===== src/hdl/rsps_pkg.sv =====
package rsps_pkg;

  localparam int NUM_COLUMNS      = 256;
  localparam int BYTES_PER_COLUMN = 4;
  localparam int FRAME_SPAN       = NUM_COLUMNS * BYTES_PER_COLUMN;
  localparam int COL_W            = $clog2(FRAME_SPAN);

  localparam logic [15:0] LAP_SAT   = 16'hffff;
  localparam logic [7:0]  HALL_SAT  = 8'hff;
  localparam logic [15:0] LAP_MIN   = 16'h0003;
  localparam logic [15:0] LAP_MAX   = 16'h00ff;
  localparam logic [15:0] FRAME_STEP = 16'(FRAME_SPAN);

  localparam logic [2:0] CFG_ROTATION_OFFSET = 3'd0;
  localparam logic [2:0] CFG_MIRROR_ENABLE   = 3'd1;
  localparam logic [2:0] CFG_ANIM_HOLD       = 3'd2;
  localparam logic [2:0] CFG_HALL_GUARD      = 3'd3;
  localparam logic [2:0] CFG_STANDBY_LIMIT   = 3'd4;

  typedef enum logic [1:0] {
    OP_TICK  = 2'd0,
    OP_HALL  = 2'd1,
    OP_MATCH = 2'd2
  } op_t;

  typedef enum logic [2:0] {
    KIND_NONE       = 3'd0,
    KIND_PERIOD     = 3'd1,
    KIND_HALL_BLANK = 3'd2,
    KIND_PIXEL      = 3'd3,
    KIND_TIMEOUT    = 3'd4
  } kind_t;

  typedef struct packed {
    op_t        op;
    logic [7:0] fine_count;
  } in_word_t;

  typedef struct packed {
    kind_t       kind;
    logic [15:0] pixel_period;
    logic        pixel_timer_on;
    logic [15:0] front_addr;
    logic [15:0] back_addr;
    logic        back_valid;
  } out_word_t;

  typedef struct packed {
    logic [7:0]  rotation_offset;
    logic        mirror_enable;
    logic [7:0]  anim_hold;
    logic [7:0]  hall_guard;
    logic [15:0] standby_limit;
  } cfg_t;

  typedef logic [COL_W-1:0] start_col_tab_t [256];

  function automatic start_col_tab_t build_start_col();
    start_col_tab_t tab;
    for (int i = 0; i < 256; i++) begin
      tab[i] = COL_W'((i % NUM_COLUMNS) * BYTES_PER_COLUMN);
    end
    return tab;
  endfunction

  localparam start_col_tab_t START_COL = build_start_col();

endpackage


===== src/hdl/rsps_core.sv =====
module rsps_core (
  input  logic                 clk,
  input  logic                 rst_n,
  input  logic                 step,
  input  rsps_pkg::in_word_t   word,
  input  rsps_pkg::cfg_t       cfg,
  output rsps_pkg::out_word_t  res
);

  logic [15:0]                lap_ticks_r, lap_ticks_nxt;
  logic [7:0]                 hall_ticks_r, hall_ticks_nxt;
  logic [7:0]                 anim_laps_r, anim_laps_nxt;
  logic [15:0]                frame_offset_r, frame_offset_nxt;
  logic [rsps_pkg::COL_W-1:0] column_addr_r, column_addr_nxt;
  logic                       mirror_latched_r, mirror_latched_nxt;
  logic                       running_r, running_nxt;
  logic [rsps_pkg::COL_W:0]   col_sum;

  assign col_sum = {1'b0, column_addr_r} + (rsps_pkg::COL_W + 1)'(rsps_pkg::BYTES_PER_COLUMN);

  always_comb begin
    lap_ticks_nxt      = lap_ticks_r;
    hall_ticks_nxt     = hall_ticks_r;
    anim_laps_nxt      = anim_laps_r;
    frame_offset_nxt   = frame_offset_r;
    column_addr_nxt    = column_addr_r;
    mirror_latched_nxt = mirror_latched_r;
    running_nxt        = running_r;
    res                = '0;
    res.kind           = rsps_pkg::KIND_NONE;
    unique case (word.op)
      rsps_pkg::OP_TICK: begin
        if (hall_ticks_r != rsps_pkg::HALL_SAT) hall_ticks_nxt = hall_ticks_r + 8'd1;
        if (lap_ticks_r != rsps_pkg::LAP_SAT) lap_ticks_nxt = lap_ticks_r + 16'd1;
      end
      rsps_pkg::OP_HALL: begin
        if (hall_ticks_r > cfg.hall_guard) begin
          if (anim_laps_r != cfg.anim_hold) begin
            anim_laps_nxt = anim_laps_r + 8'd1;
          end else begin
            anim_laps_nxt    = '0;
            frame_offset_nxt = frame_offset_r + rsps_pkg::FRAME_STEP;
          end
          if (lap_ticks_r < rsps_pkg::LAP_MAX && lap_ticks_r > rsps_pkg::LAP_MIN) begin
            res.pixel_period   = {lap_ticks_r[7:0], word.fine_count};
            column_addr_nxt    = rsps_pkg::START_COL[cfg.rotation_offset];
            mirror_latched_nxt = cfg.mirror_enable;
            running_nxt        = 1'b1;
            res.kind           = rsps_pkg::KIND_PERIOD;
          end else begin
            running_nxt = 1'b0;
            res.kind    = rsps_pkg::KIND_HALL_BLANK;
          end
          lap_ticks_nxt = '0;
        end
        hall_ticks_nxt = '0;
      end
      rsps_pkg::OP_MATCH: begin
        if (running_r) begin
          if (lap_ticks_r < cfg.standby_limit) begin
            res.front_addr = frame_offset_r + 16'(column_addr_r);
            if (mirror_latched_r) begin
              res.back_addr  = frame_offset_r + rsps_pkg::FRAME_STEP - 16'(column_addr_r);
              res.back_valid = 1'b1;
            end
            if (col_sum >= (rsps_pkg::COL_W + 1)'(rsps_pkg::FRAME_SPAN)) begin
              column_addr_nxt = rsps_pkg::COL_W'(col_sum
                                - (rsps_pkg::COL_W + 1)'(rsps_pkg::FRAME_SPAN));
            end else begin
              column_addr_nxt = col_sum[rsps_pkg::COL_W-1:0];
            end
            res.kind = rsps_pkg::KIND_PIXEL;
          end else begin
            running_nxt = 1'b0;
            res.kind    = rsps_pkg::KIND_TIMEOUT;
          end
        end
      end
      default: ;
    endcase
    res.pixel_timer_on = running_nxt;
  end

  always_ff @(posedge clk) begin
    if (!rst_n) begin
      lap_ticks_r      <= '0;
      hall_ticks_r     <= '0;
      anim_laps_r      <= '0;
      frame_offset_r   <= '0;
      column_addr_r    <= '0;
      mirror_latched_r <= 1'b0;
      running_r        <= 1'b0;
    end else if (step) begin
      lap_ticks_r      <= lap_ticks_nxt;
      hall_ticks_r     <= hall_ticks_nxt;
      anim_laps_r      <= anim_laps_nxt;
      frame_offset_r   <= frame_offset_nxt;
      column_addr_r    <= column_addr_nxt;
      mirror_latched_r <= mirror_latched_nxt;
      running_r        <= running_nxt;
    end
  end

endmodule


===== src/hdl/rotation_synced_pixel_scheduler.sv =====
// channel   dir  handshake            payload
// in_       in   in_valid/in_ready    in_data   (op, fine_count)
// out_      out  out_valid/out_ready  out_data  (kind .. back_valid)
// cfg_      in   cfg_valid/cfg_ready  cfg_index, cfg_data
//
// One word per cycle unless a result waits on out_ready. The result is
// registered on the state update after acceptance (input register, then
// result register); the core makes a single state update per word.
// While a result waits on out_ready, an empty input register still takes one
// word; in_ready then drops. cfg_ready is always high.
// Synchronous active-low reset, no clearing pass.
module rotation_synced_pixel_scheduler (
  input  logic                clk,
  input  logic                rst_n,
  input  logic                in_valid,
  output logic                in_ready,
  input  rsps_pkg::in_word_t  in_data,
  output logic                out_valid,
  input  logic                out_ready,
  output rsps_pkg::out_word_t out_data,
  input  logic                cfg_valid,
  output logic                cfg_ready,
  input  logic [2:0]          cfg_index,
  input  logic [15:0]         cfg_data
);

  logic                in_valid_r;
  rsps_pkg::in_word_t  in_word_r;
  logic                out_valid_r;
  rsps_pkg::out_word_t out_word_r;
  rsps_pkg::cfg_t      cfg_r;
  rsps_pkg::out_word_t res;
  logic                advance;
  logic                step;

  assign advance   = !out_valid_r || out_ready;
  assign in_ready  = !in_valid_r || advance;
  assign step      = in_valid_r && advance;
  assign cfg_ready = 1'b1;
  assign out_valid = out_valid_r;
  assign out_data  = out_word_r;

  rsps_core u_core (
    .clk   (clk),
    .rst_n (rst_n),
    .step  (step),
    .word  (in_word_r),
    .cfg   (cfg_r),
    .res   (res)
  );

  always_ff @(posedge clk) begin
    if (!rst_n) begin
      in_valid_r  <= 1'b0;
      out_valid_r <= 1'b0;
    end else begin
      if (in_ready) in_valid_r <= in_valid;
      if (advance) out_valid_r <= in_valid_r;
    end
  end

  always_ff @(posedge clk) begin
    if (in_valid && in_ready) in_word_r <= in_data;
    if (step) out_word_r <= res;
  end

  always_ff @(posedge clk) begin
    if (!rst_n) begin
      cfg_r.rotation_offset <= 8'd0;
      cfg_r.mirror_enable   <= 1'b0;
      cfg_r.anim_hold       <= 8'd6;
      cfg_r.hall_guard      <= 8'd4;
      cfg_r.standby_limit   <= 16'd610;
    end else if (cfg_valid && cfg_ready) begin
      case (cfg_index)
        rsps_pkg::CFG_ROTATION_OFFSET: cfg_r.rotation_offset <= cfg_data[7:0];
        rsps_pkg::CFG_MIRROR_ENABLE:   cfg_r.mirror_enable   <= cfg_data[0];
        rsps_pkg::CFG_ANIM_HOLD:       cfg_r.anim_hold       <= cfg_data[7:0];
        rsps_pkg::CFG_HALL_GUARD:      cfg_r.hall_guard      <= cfg_data[7:0];
        rsps_pkg::CFG_STANDBY_LIMIT:   cfg_r.standby_limit   <= cfg_data;
        default: ;
      endcase
    end
  end

endmodule


===== config.mk =====
export PLATFORM = sky130hd
export DESIGN_NAME = rotation_synced_pixel_scheduler
export DESIGN_NICKNAME = d
export VERILOG_FILES = /design/src/hdl/rsps_pkg.sv /design/src/hdl/rsps_core.sv /design/src/hdl/rotation_synced_pixel_scheduler.sv
export SDC_FILE = /design/constraint.sdc
export NUM_CORES = 1
export LEC_CHECK = 0
export BUFFER_PORTS_ARGS = -buffer_cell sky130_fd_sc_hd__buf_2
export CAP_MARGIN = 20
export CORE_ASPECT_RATIO = 2
export CORE_MARGIN = 2
export CORE_UTILIZATION = 30
export CTS_CLUSTER_DIAMETER = 150
export CTS_CLUSTER_SIZE = 20
export DETAILED_ROUTE_END_ITERATION = 10
export GPL_ROUTABILITY_DRIVEN = 0
export SLEW_MARGIN = 20
export SYNTH_ARGS = -nofsm -noshare
export SYNTH_HDL_FRONTEND = slang
export SYNTH_SLANG_ARGS = --single-unit

===== constraint.sdc =====
create_clock -name clk -period 3.7 [get_ports clk]
set_input_delay 0.37 -clock clk [delete_from_list [all_inputs] [get_ports clk]]
set_output_delay 0.37 -clock clk [all_outputs]
set_load 0.02 [all_outputs]

==> results.yml, run 1 <==
run_status:
  run_status: "complete, no violations"
timing:
  hold_viol_final: 0
  tightestPinTransition_ns: 1.01
  setup_ws_ns: 0.761
  rsz0062_at_grt: "false"
  max_freq_mhz: 340
  min_period_ns: 2.94
  drv_slew: 0
  setup-violations-final: 0
  period_share_pct: 79.4
  slew_headroom_pct: 32.3
  finalSetupTns_ns: 0
  clock_skew_ns: 0.00930
pwr:
  powerDensity_nw_per_um2: 459
  seq_power_share_pct: 46.5
  power.net_switching_mw: 0.872
  p_leak_nw: 3.17
  clkPwrFrac_pct: 47.9
  swShare_pct: 22.8
  fin_total_pwr_mw: 3.82
  p_int_mw: 2.95
  ir_drop_mv: 0.288
  combPwrFrac_pct: 5.6
cells_and_area:
  fin_util_pct: 36.0
  layout-drive-gt1-share_pct: 15.2
  diodes: 0
  multi_input_area_sq_um: 3160
  regArea_sq_um: 3590
  nets: 890
  final_cell_area_sq_um: 8330
  area_delta_synth_final_pct: 18.3
  n_fill_cell: 2381
floorplan:
  rows: 79
  die_area_sq_um: 24800
  start_util_pct: 30.5
  core-area_sq_um: 23100
  die_w_um: 112
  io_pins: 90
  die_h_um: 221
worst_setup_path:
  path_depth: 9
  cpLargestDelayFamily: "compound AO/OA/AOI/OAI gates"
  crit_start: "u_core.lap_ticks_r[6]"
  cp-endpoint: "out_data[6]"
  crit_slowest_cell: "a2111o_1"
  crit_type: "reg2reg"
  r2r_slack_ns: 0.76
  critical_path.cell_chain: "ha_1, a21o_1, a211oi_1, o21ai_1, a2111o_1, nor2_2, buf_4, nand2_1, nor3_1"
  timing.critical_path.buf_inv: 1
  end_kind: "flip-flop"
  reg2reg_from: "u_core.lap_ticks_r[6]"
  r2r_cells: 9
  max_stage_delay_ns: 0.58
  critPathMaxFanout: 16
  required_ns: 3.96
  cp.arrival_ns: 3.20
  startpoint_type: "flip-flop"
  regToRegEndpoint: "out_data[6]"
routing:
  wl_per_cell_um: 15.8
  wirelength_um: 17600
  ant_nets: 0
  vias_per_cell: 4.88
  drtPass1Iterations: 4
  drc: 0
  drtIter0Drc: 279
  vias: 5453
clock_tree:
  cts_htree_levels: 4
  cts_root_buf: "clkbuf_16"
  clk_pin_slew_ns: 0.06
  cts_tree: "built"
  cts_resized: 0
  holdBufCountCts: 0
  postCtsSetupBuffers: 0
  clock_latency_ns: 0.44
  clk_path_buf_depth: 2
  cts_buffers: 17
  cts.sinks: 150
global_route:
  grt_pass1_vias: 5332
  antenna_found_initial: 0
  globalRoute.totalOverflow: 0
  grt.total_usage_pct: 14.6
  grt_max_degree: 46
  grt_pass1_wl_um: 27900
synth:
  synthFlopType: "dfxtp_1"
  async_reset_ff_share_pct: 0
  synth_cell_types: 50
  syn_area_sq_um: 7040
  postSynthCellCount: 748
  syn_avg_cell_area_sq_um: 9.42
  yosysWarnings: 0
  ys_seq_area_share_pct: 51.0
  synth-seq-cells: 150
  synth_edf_count: 59
placed_design:
  pre_cts_ws_ns: 0.791
  io_buffer_count: 84
  place_hpwl_um: 13200
  placed_area_sq_um: 7700
run:
  cap_violations: 0
hold_path:
  hp-class: "in2reg"
==> metrics by stage <==
step,cells,hold slack (ns)
3_5_place_dp,1086,0.447
5_1_grt,1118,0.0939
3_3_place_gp,1086,0.446
4_1_cts,1118,0.0866
2_1_floorplan,751,0.436
6_report,1118,0.111
==> synthesized netlist by cell type, types with 5 or more instances <==
library cell    n  area [sq um]
nand2_1       115           432
dfxtp_1        91          1820
a21oi_1        59           295
edfxtp_1       59          1770
nor2_1         49           184
inv_1          36           135
ha_1           34           425
xor2_1         34           298
and2_1         31           194
nand3_1        30           150
clkbuf_1       29           109
o21ai_0        27           135
nand4_1        18           113
or3_1          15          93.8
and3_1         14          87.6
xnor2_1        13           114
nor3_1         12          60.1
nor4_1          7          43.8
o2111ai_1       7          61.3
mux2i_1         6          60.1
nand2b_1        6          37.5
o211ai_1        6          45.0
buf_4           5          37.5
==> power groups by stage <==
stage                     clock network, mW  registers, mW  logic (mW)
after global routing                   1.94           1.78       0.236
after global placement                    0           1.81       0.215
final                                  1.83           1.78       0.214
after floorplan                           0           1.84       0.107
after CTS                              1.88           1.78       0.219
after detailed placement                  0           1.81       0.217
==> metal layers <==
metal	GRT usage (%)	vias to the layer above	wire length (um)
met3	3.64	24	734
met5	0	-	0
met1	14.8	2571	6510
met2	27.5	122	9900
met4	7.03	0	469
li1	-	2736	-
==> worst reg2reg max path, stage by stage (launching register included) <==
cell and delay [ns]:
dfxtp_1 0.46, ha_1 0.30, a21o_1 0.16, a211oi_1 0.23, o21ai_1 0.10, a2111o_1 0.58, nor2_2 0.13, buf_4 0.21
nand2_1 0.31, nor3_1 0.27
==> kinds of logic after synthesis <==
family | Yosys count | synth area share (%)
AO/OA/AOI/OAI | 126 | 10.8
XOR/XNOR | 47 | 5.84
adder cells (fa/ha/maj) | 34 | 6.04
buffers and inverters | 74 | 4.33
flip-flops | 150 | 51.0
multiplexers | 6 | 0.853
other | 2 | 0.107
AND/OR/NAND/NOR | 309 | 21.0
==> flip-flops by register name, summed over array words and instances (netlist names) <==
signal,flops
in_valid_r,1
u_core.lap_ticks_r,16
in_word_r,10
out_valid,1
u_core.running_r,1
u_core.hall_ticks_r,8
u_core.frame_offset_r,6
cfg_r,41
u_core.mirror_latched_r,1
u_core.anim_laps_r,8
out_data,49
u_core.column_addr_r,8
==> area by class of cell <==
cell class / instances / share of cell area (%)
inverters: 37 / 1.67
well taps: 283 / 4.25
clock inverters: 15 / 2.42
repair buffers: 89 / 5.50
multi-input cells: 527 / 37.9
clock buffers: 17 / 5.11
flip-flops and latches: 150 / 43.1
==> worst min path at each step <==
stage | depth (start not counted) | slack, ns | endpoint | startpoint
final | 1 | 0.11 | in_word_r[6] | in_data[6]
after global routing | 1 | 0.09 | in_word_r[6] | in_data[6]
after CTS | 1 | 0.09 | in_word_r[6] | in_data[6]
after detailed placement | 2 | 0.45 | cfg_r[3] | cfg_r[3]
after global placement | 2 | 0.45 | cfg_r[21] | cfg_r[21]
after floorplan | 2 | 0.44 | cfg_r[34] | cfg_r[34]
==> layout by cell type, fill, tap and decap left out, drive strengths merged, types with 2 or more instances in the layout <==
| cell type | n |
|---|---|
| o22ai | 2 |
| or4 | 3 |
| o2111ai | 7 |
| xnor2 | 13 |
| clkbuf | 17 |
| o31ai | 2 |
| and3 | 14 |
| nand3 | 30 |
| buf | 89 |
| nor2b | 4 |
| o211ai | 6 |
| bufinv | 4 |
| nand2b | 6 |
| inv | 40 |
| conb | 5 |
| xor2 | 34 |
| dfxtp | 91 |
| a211o | 2 |
| clkinv | 4 |
| edfxtp | 59 |
| nor2 | 50 |
| nand3b | 2 |
| or3 | 15 |
| a211oi | 5 |
| ha | 34 |
| nor3 | 12 |
| o21a | 3 |
| mux2i | 6 |
| nand2 | 115 |
| a21oi | 60 |
| a21o | 2 |
| nor4 | 7 |
| o21ai | 30 |
| and2 | 31 |
| nand4 | 18 |
| clkinvlp | 4 |
No activity file was read; power rests on OpenSTA's default activity.
==> run 2: changes to the inputs <==
- clock period: 3.7 -> 2.8 ns (I/O delays scaled with it)
==> results.yml, run 2 (synthesized netlist as in run 1, its figures left out) <==
cells_and_area:
  nets: 908
  area_delta_synth_final_pct: 19.6
  final_cell_area_sq_um: 8430
  fin_util_pct: 36.4
  layout-drive-gt1-share_pct: 16.8
  mostFrequentLayoutCells: "nand2_1, dfxtp_1, buf_2"
  largest_register_ffs: 49
  final_common_cell: "nand2_1"
  diodes: 0
timing:
  min_period_ns: 2.55
  clock_skew_ns: 0.0102
  tightestPinTransition_ns: 0.914
  max_freq_mhz: 392
  holdWs_ns: 0.0292
  hold_viol_final: 0
  rsz0062_at_grt: "false"
  slew_headroom_pct: 39.1
  period_share_pct: 91.1
  drv_slew: 0
  setup-violations-final: 0
  finalSetupTns_ns: 0
floorplan:
  die_w_um: 112
  core-area_sq_um: 23100
  start_util_pct: 30.5
  die_h_um: 221
  die_area_sq_um: 24800
  io_pins: 90
  rows: 79
clock_tree:
  cts_tree: "built"
  cts.sinks: 150
  cts_resized: 0
  clk_pin_slew_ns: 0.06
  cts_htree_levels: 4
  cts_root_buf: "clkbuf_16"
  clk_path_buf_depth: 2
  clock_latency_ns: 0.43
  cts_buffers: 17
placed_design:
  placed_area_sq_um: 7840
  place_hpwl_um: 13100
  io_buffer_count: 84
routing:
  drtIter0Drc: 240
  wl_per_cell_um: 15.6
  vias_per_cell: 4.94
  wirelength_um: 17800
  ant_nets: 0
  drtPass1Iterations: 4
  drc: 0
  vias: 5615
worst_setup_path:
  cp.arrival_ns: 2.89
  startpoint_type: "flip-flop"
  r2r_cells: 9
  end_kind: "flip-flop"
  crit_type: "reg2reg"
  reg2reg_from: "u_core.lap_ticks_r[2]"
  r2r_slack_ns: 0.25
  regToRegEndpoint: "u_core.column_addr_r[3]"
  critPathMaxFanout: 15
  required_ns: 3.14
pwr:
  ir_drop_mv: 0.416
  p_leak_nw: 3.24
  powerDensity_nw_per_um2: 580
global_route:
  grt_pass1_vias: 5291
  antenna_found_initial: 0
  grt_max_degree: 53
  grt_pass1_wl_um: 27500
  globalRoute.totalOverflow: 0
  grt.total_usage_pct: 14.4
hold_path:
  hp-class: "in2reg"
  min_to: "in_word_r[6]"
  min_from: "in_data[6]"
  holdPathStages: 1
run_status:
  run_status: "complete, no violations"
run:
  cap_violations: 0
[run 2: report_power, final]
group / switching [mW] / total (mW) / internal, mW
logic: 0.203 / 0.293 / 0.0902
registers: 0.0248 / 2.35 / 2.32
clock network: 0.936 / 2.25 / 1.31
total: 1.16 / 4.89 / 3.73
[run 2: area by class of cell]
class                      count  area, sq um
timing repair buffer         107          596
clock buffer                  17          425
clock inverter                15          155
inverter                      37          143
multi-input combinational    527         3160
sequential                   150         3590
fill                        2382        14700
tap                          283          354
[run 2: metrics by stage]
step	worst slack, ns	std cells	power [mW]
finish	0.248	1136	4.89
global route	0.0835	1136	5.06
CTS	0.242	1136	4.96
detailed placement	0.259	1103	2.69
global placement	0.305	1103	2.69
floorplan	0.119	751	2.58
[run 2: worst max-delay path: stages, from the launching register on]
cell	delay, ns
dfxtp_1	0.47
ha_1	0.28
o21a_1	0.16
o21ai_0	0.15
o21ai_1	0.08
a2111o_1	0.57
a211oi_4	0.27
buf_4	0.22
nor2_1	0.05
a211oi_1	0.19
[run 2: how the worst max path moves through the flow]
| stage | start | endpoint | slack (ns) | cells after the start |
|---|---|---|---|---|
| finish | u_core.lap_ticks_r[2] | u_core.column_addr_r[3] | 0.25 | 9 |
| global route | u_core.lap_ticks_r[2] | u_core.column_addr_r[3] | 0.08 | 9 |
| CTS | u_core.lap_ticks_r[2] | u_core.column_addr_r[3] | 0.24 | 9 |
| detailed placement | u_core.lap_ticks_r[2] | u_core.column_addr_r[3] | 0.26 | 9 |
| global placement | u_core.lap_ticks_r[2] | u_core.column_addr_r[3] | 0.30 | 9 |
| floorplan | out_valid | u_core.anim_laps_r[0] | 0.12 | 8 |
[run 2: timing repair]
item	in CTS	in global routing
endpoints found under the hold margin	1	0
hold buffers	1	0
setup buffers	0	0
[run 2: metal layers]
layer / part of all wire (%) / track usage [%]
met5: 0 / 0
met4: 3.5 / 7.36
met3: 3.6 / 3.31
met2: 56 / 27.6
met1: 37 / 14.1
==> run 3: changes to the inputs <==
- ABC_AREA: default -> 1
==> results.yml, run 3 <==
global_route:
  grt_max_degree: 51
  globalRoute.totalOverflow: 0
  grt_pass1_wl_um: 28900
  antenna_found_initial: 0
  grt_pass1_vias: 5881
  grt.total_usage_pct: 14.5
cells_and_area:
  layout-drive-gt1-share_pct: 16.1
  diodes: 0
  nets: 1052
  largest_register_ffs: 49
  fin_cells: 1329
  final_common_cell: "nor2_1"
  mostFrequentLayoutCells: "nor2_1, nand2_1, inv_1"
  area_delta_synth_final_pct: 18.0
floorplan:
  die_h_um: 226
  io_pins: 90
  die_w_um: 115
  die_area_sq_um: 26100
  core-area_sq_um: 24400
  start_util_pct: 30.4
  rows: 81
worst_setup_path:
  max_stage_delay_ns: 0.49
  critPathMaxFanout: 13
  cp.arrival_ns: 2.43
  startpoint_type: "flip-flop"
  crit_type: "reg2reg"
  required_ns: 3.06
  end_kind: "flip-flop"
  crit_slowest_cell: "dfxtp_1"
  critical_path.cell_chain: "ha_1, nand2_1, inv_1, o21ai_0, a21oi_1, nor2_1, nand3_4, nor2_4, inv_2, nor3b_1"
clock_tree:
  cts_tree: "built"
  postCtsSetupBuffers: 0
  cts_htree_levels: 4
  cts_resized: 0
  clk_pin_slew_ns: 0.06
  clock_latency_ns: 0.43
  cts_root_buf: "clkbuf_16"
  holdBufCountCts: 0
  cts.sinks: 150
  cts_buffers: 17
  clk_path_buf_depth: 2
synth:
  syn_avg_cell_area_sq_um: 8.28
  synth_fa_ha_area_share_pct: 5.73
  ys_seq_area_share_pct: 48.4
  async_reset_ff_share_pct: 0
  synth.most_common_cell: "nor2_1"
  synth-seq-cells: 150
  postSynthCellCount: 896
  synth-compound-area-share_pct: 10.3
  synth_area_leaders: "dfxtp_1, edfxtp_1, nor2_1"
  syn_area_sq_um: 7420
  synth_common_cells: "nor2_1, nand2_1, inv_1"
  synth_top_family_by_area: "simple AND/OR/NAND/NOR gates"
  synth_top_cell_by_area: "dfxtp_1"
  yosysTopAreaCellShare_pct: 24.5
  yosysWarnings: 0
  synth-simple-area-share_pct: 23.4
  synth_cell_types: 46
  synthFlopType: "dfxtp_1"
  synth_xor_area_share_pct: 3.89
  synth_edf_count: 59
  synth.area.mux_share_pct: 0
pwr:
  powerDensity_nw_per_um2: 574
  p_leak_nw: 3.65
  ir_drop_mv: 0.302
timing:
  rsz0062_at_grt: "false"
  hold_viol_final: 0
  period_share_pct: 77.6
  min_period_ns: 2.17
  setup-violations-final: 0
  finalSetupTns_ns: 0
  slew_headroom_pct: 57.1
  tightestPinTransition_ns: 0.643
  clock_skew_ns: 0.0114
  max_freq_mhz: 460
  drv_slew: 0
placed_design:
  place_hpwl_um: 14000
  dp_cells: 1297
  io_buffer_count: 84
routing:
  drc: 0
  ant_nets: 0
  wirelength_um: 18100
  wl_per_cell_um: 13.6
  drtPass1Iterations: 4
  vias: 6027
  drtIter0Drc: 218
  vias_per_cell: 4.53
run:
  cap_violations: 0
hold_path:
  hp-class: "in2reg"
run_status:
  run_status: "complete, no violations"
-- run 3: cell families after synthesis --
logic type      Yosys count
xor+xnor                 33
compound gates          143
other cells               2
buf+inv                 144
simple gates            390
flops                   150
fa+ha+maj                34
-- run 3: report_power, final --
group | total, mW | internal, mW | switching [mW]
clock network | 2.30 | 1.39 | 0.902
logic | 0.368 | 0.111 | 0.257
registers | 2.36 | 2.33 | 0.0281
-- run 3: final cells by class --
class,count,area (sq um)
tap,332,415
sequential,150,3590
multi-input combinational,605,3230
clock buffer,19,433
inverter,117,440
timing repair buffer,93,488
clock inverter,13,156
fill,2548,15700
-- run 3: final timing paths --
path	startpoint	end	slack [ns]	depth (start not counted)
worst max-delay path	u_core.lap_ticks_r[10]	out_data[10]	0.63	10
worst min-delay path	in_data[5]	in_word_r[5]	0.03	1
worst max register to register	u_core.lap_ticks_r[10]	out_data[10]	0.63	10
worst min register to register	cfg_r[40]	cfg_r[40]	0.45	2
-- run 3: routing by layer --
metal	vias up	share of wire, %	global-route usage [%]
li1	3079	-	-
met1	2781	36	13.5
met2	126	57	28.2
met3	41	2.8	2.83
met4	0	4.1	8.20
met5	-	0	0
-- run 3: worst max-delay path: cells and delay by family (launching register included) --
kind	cells	cell delay [ns]
compound gates	2	0.14
fa+ha+maj	1	0.29
buf+inv	2	0.18
flops	1	0.49
simple gates	5	0.90
-- run 3: stage by stage --
step	hold slack (ns)	util, %	total power, mW	cell area (sq um)	setup slack [ns]
2_1_floorplan	0.379	-	2.66	7430	0.667
3_3_place_gp	0.445	33.5	2.78	8170	0.606
3_5_place_dp	0.448	33.5	2.78	8170	0.606
4_1_cts	0.00139	35.9	5.09	8760	0.591
5_1_grt	0.00591	35.9	5.22	8760	0.358
6_report	0.0256	35.9	5.03	8760	0.627
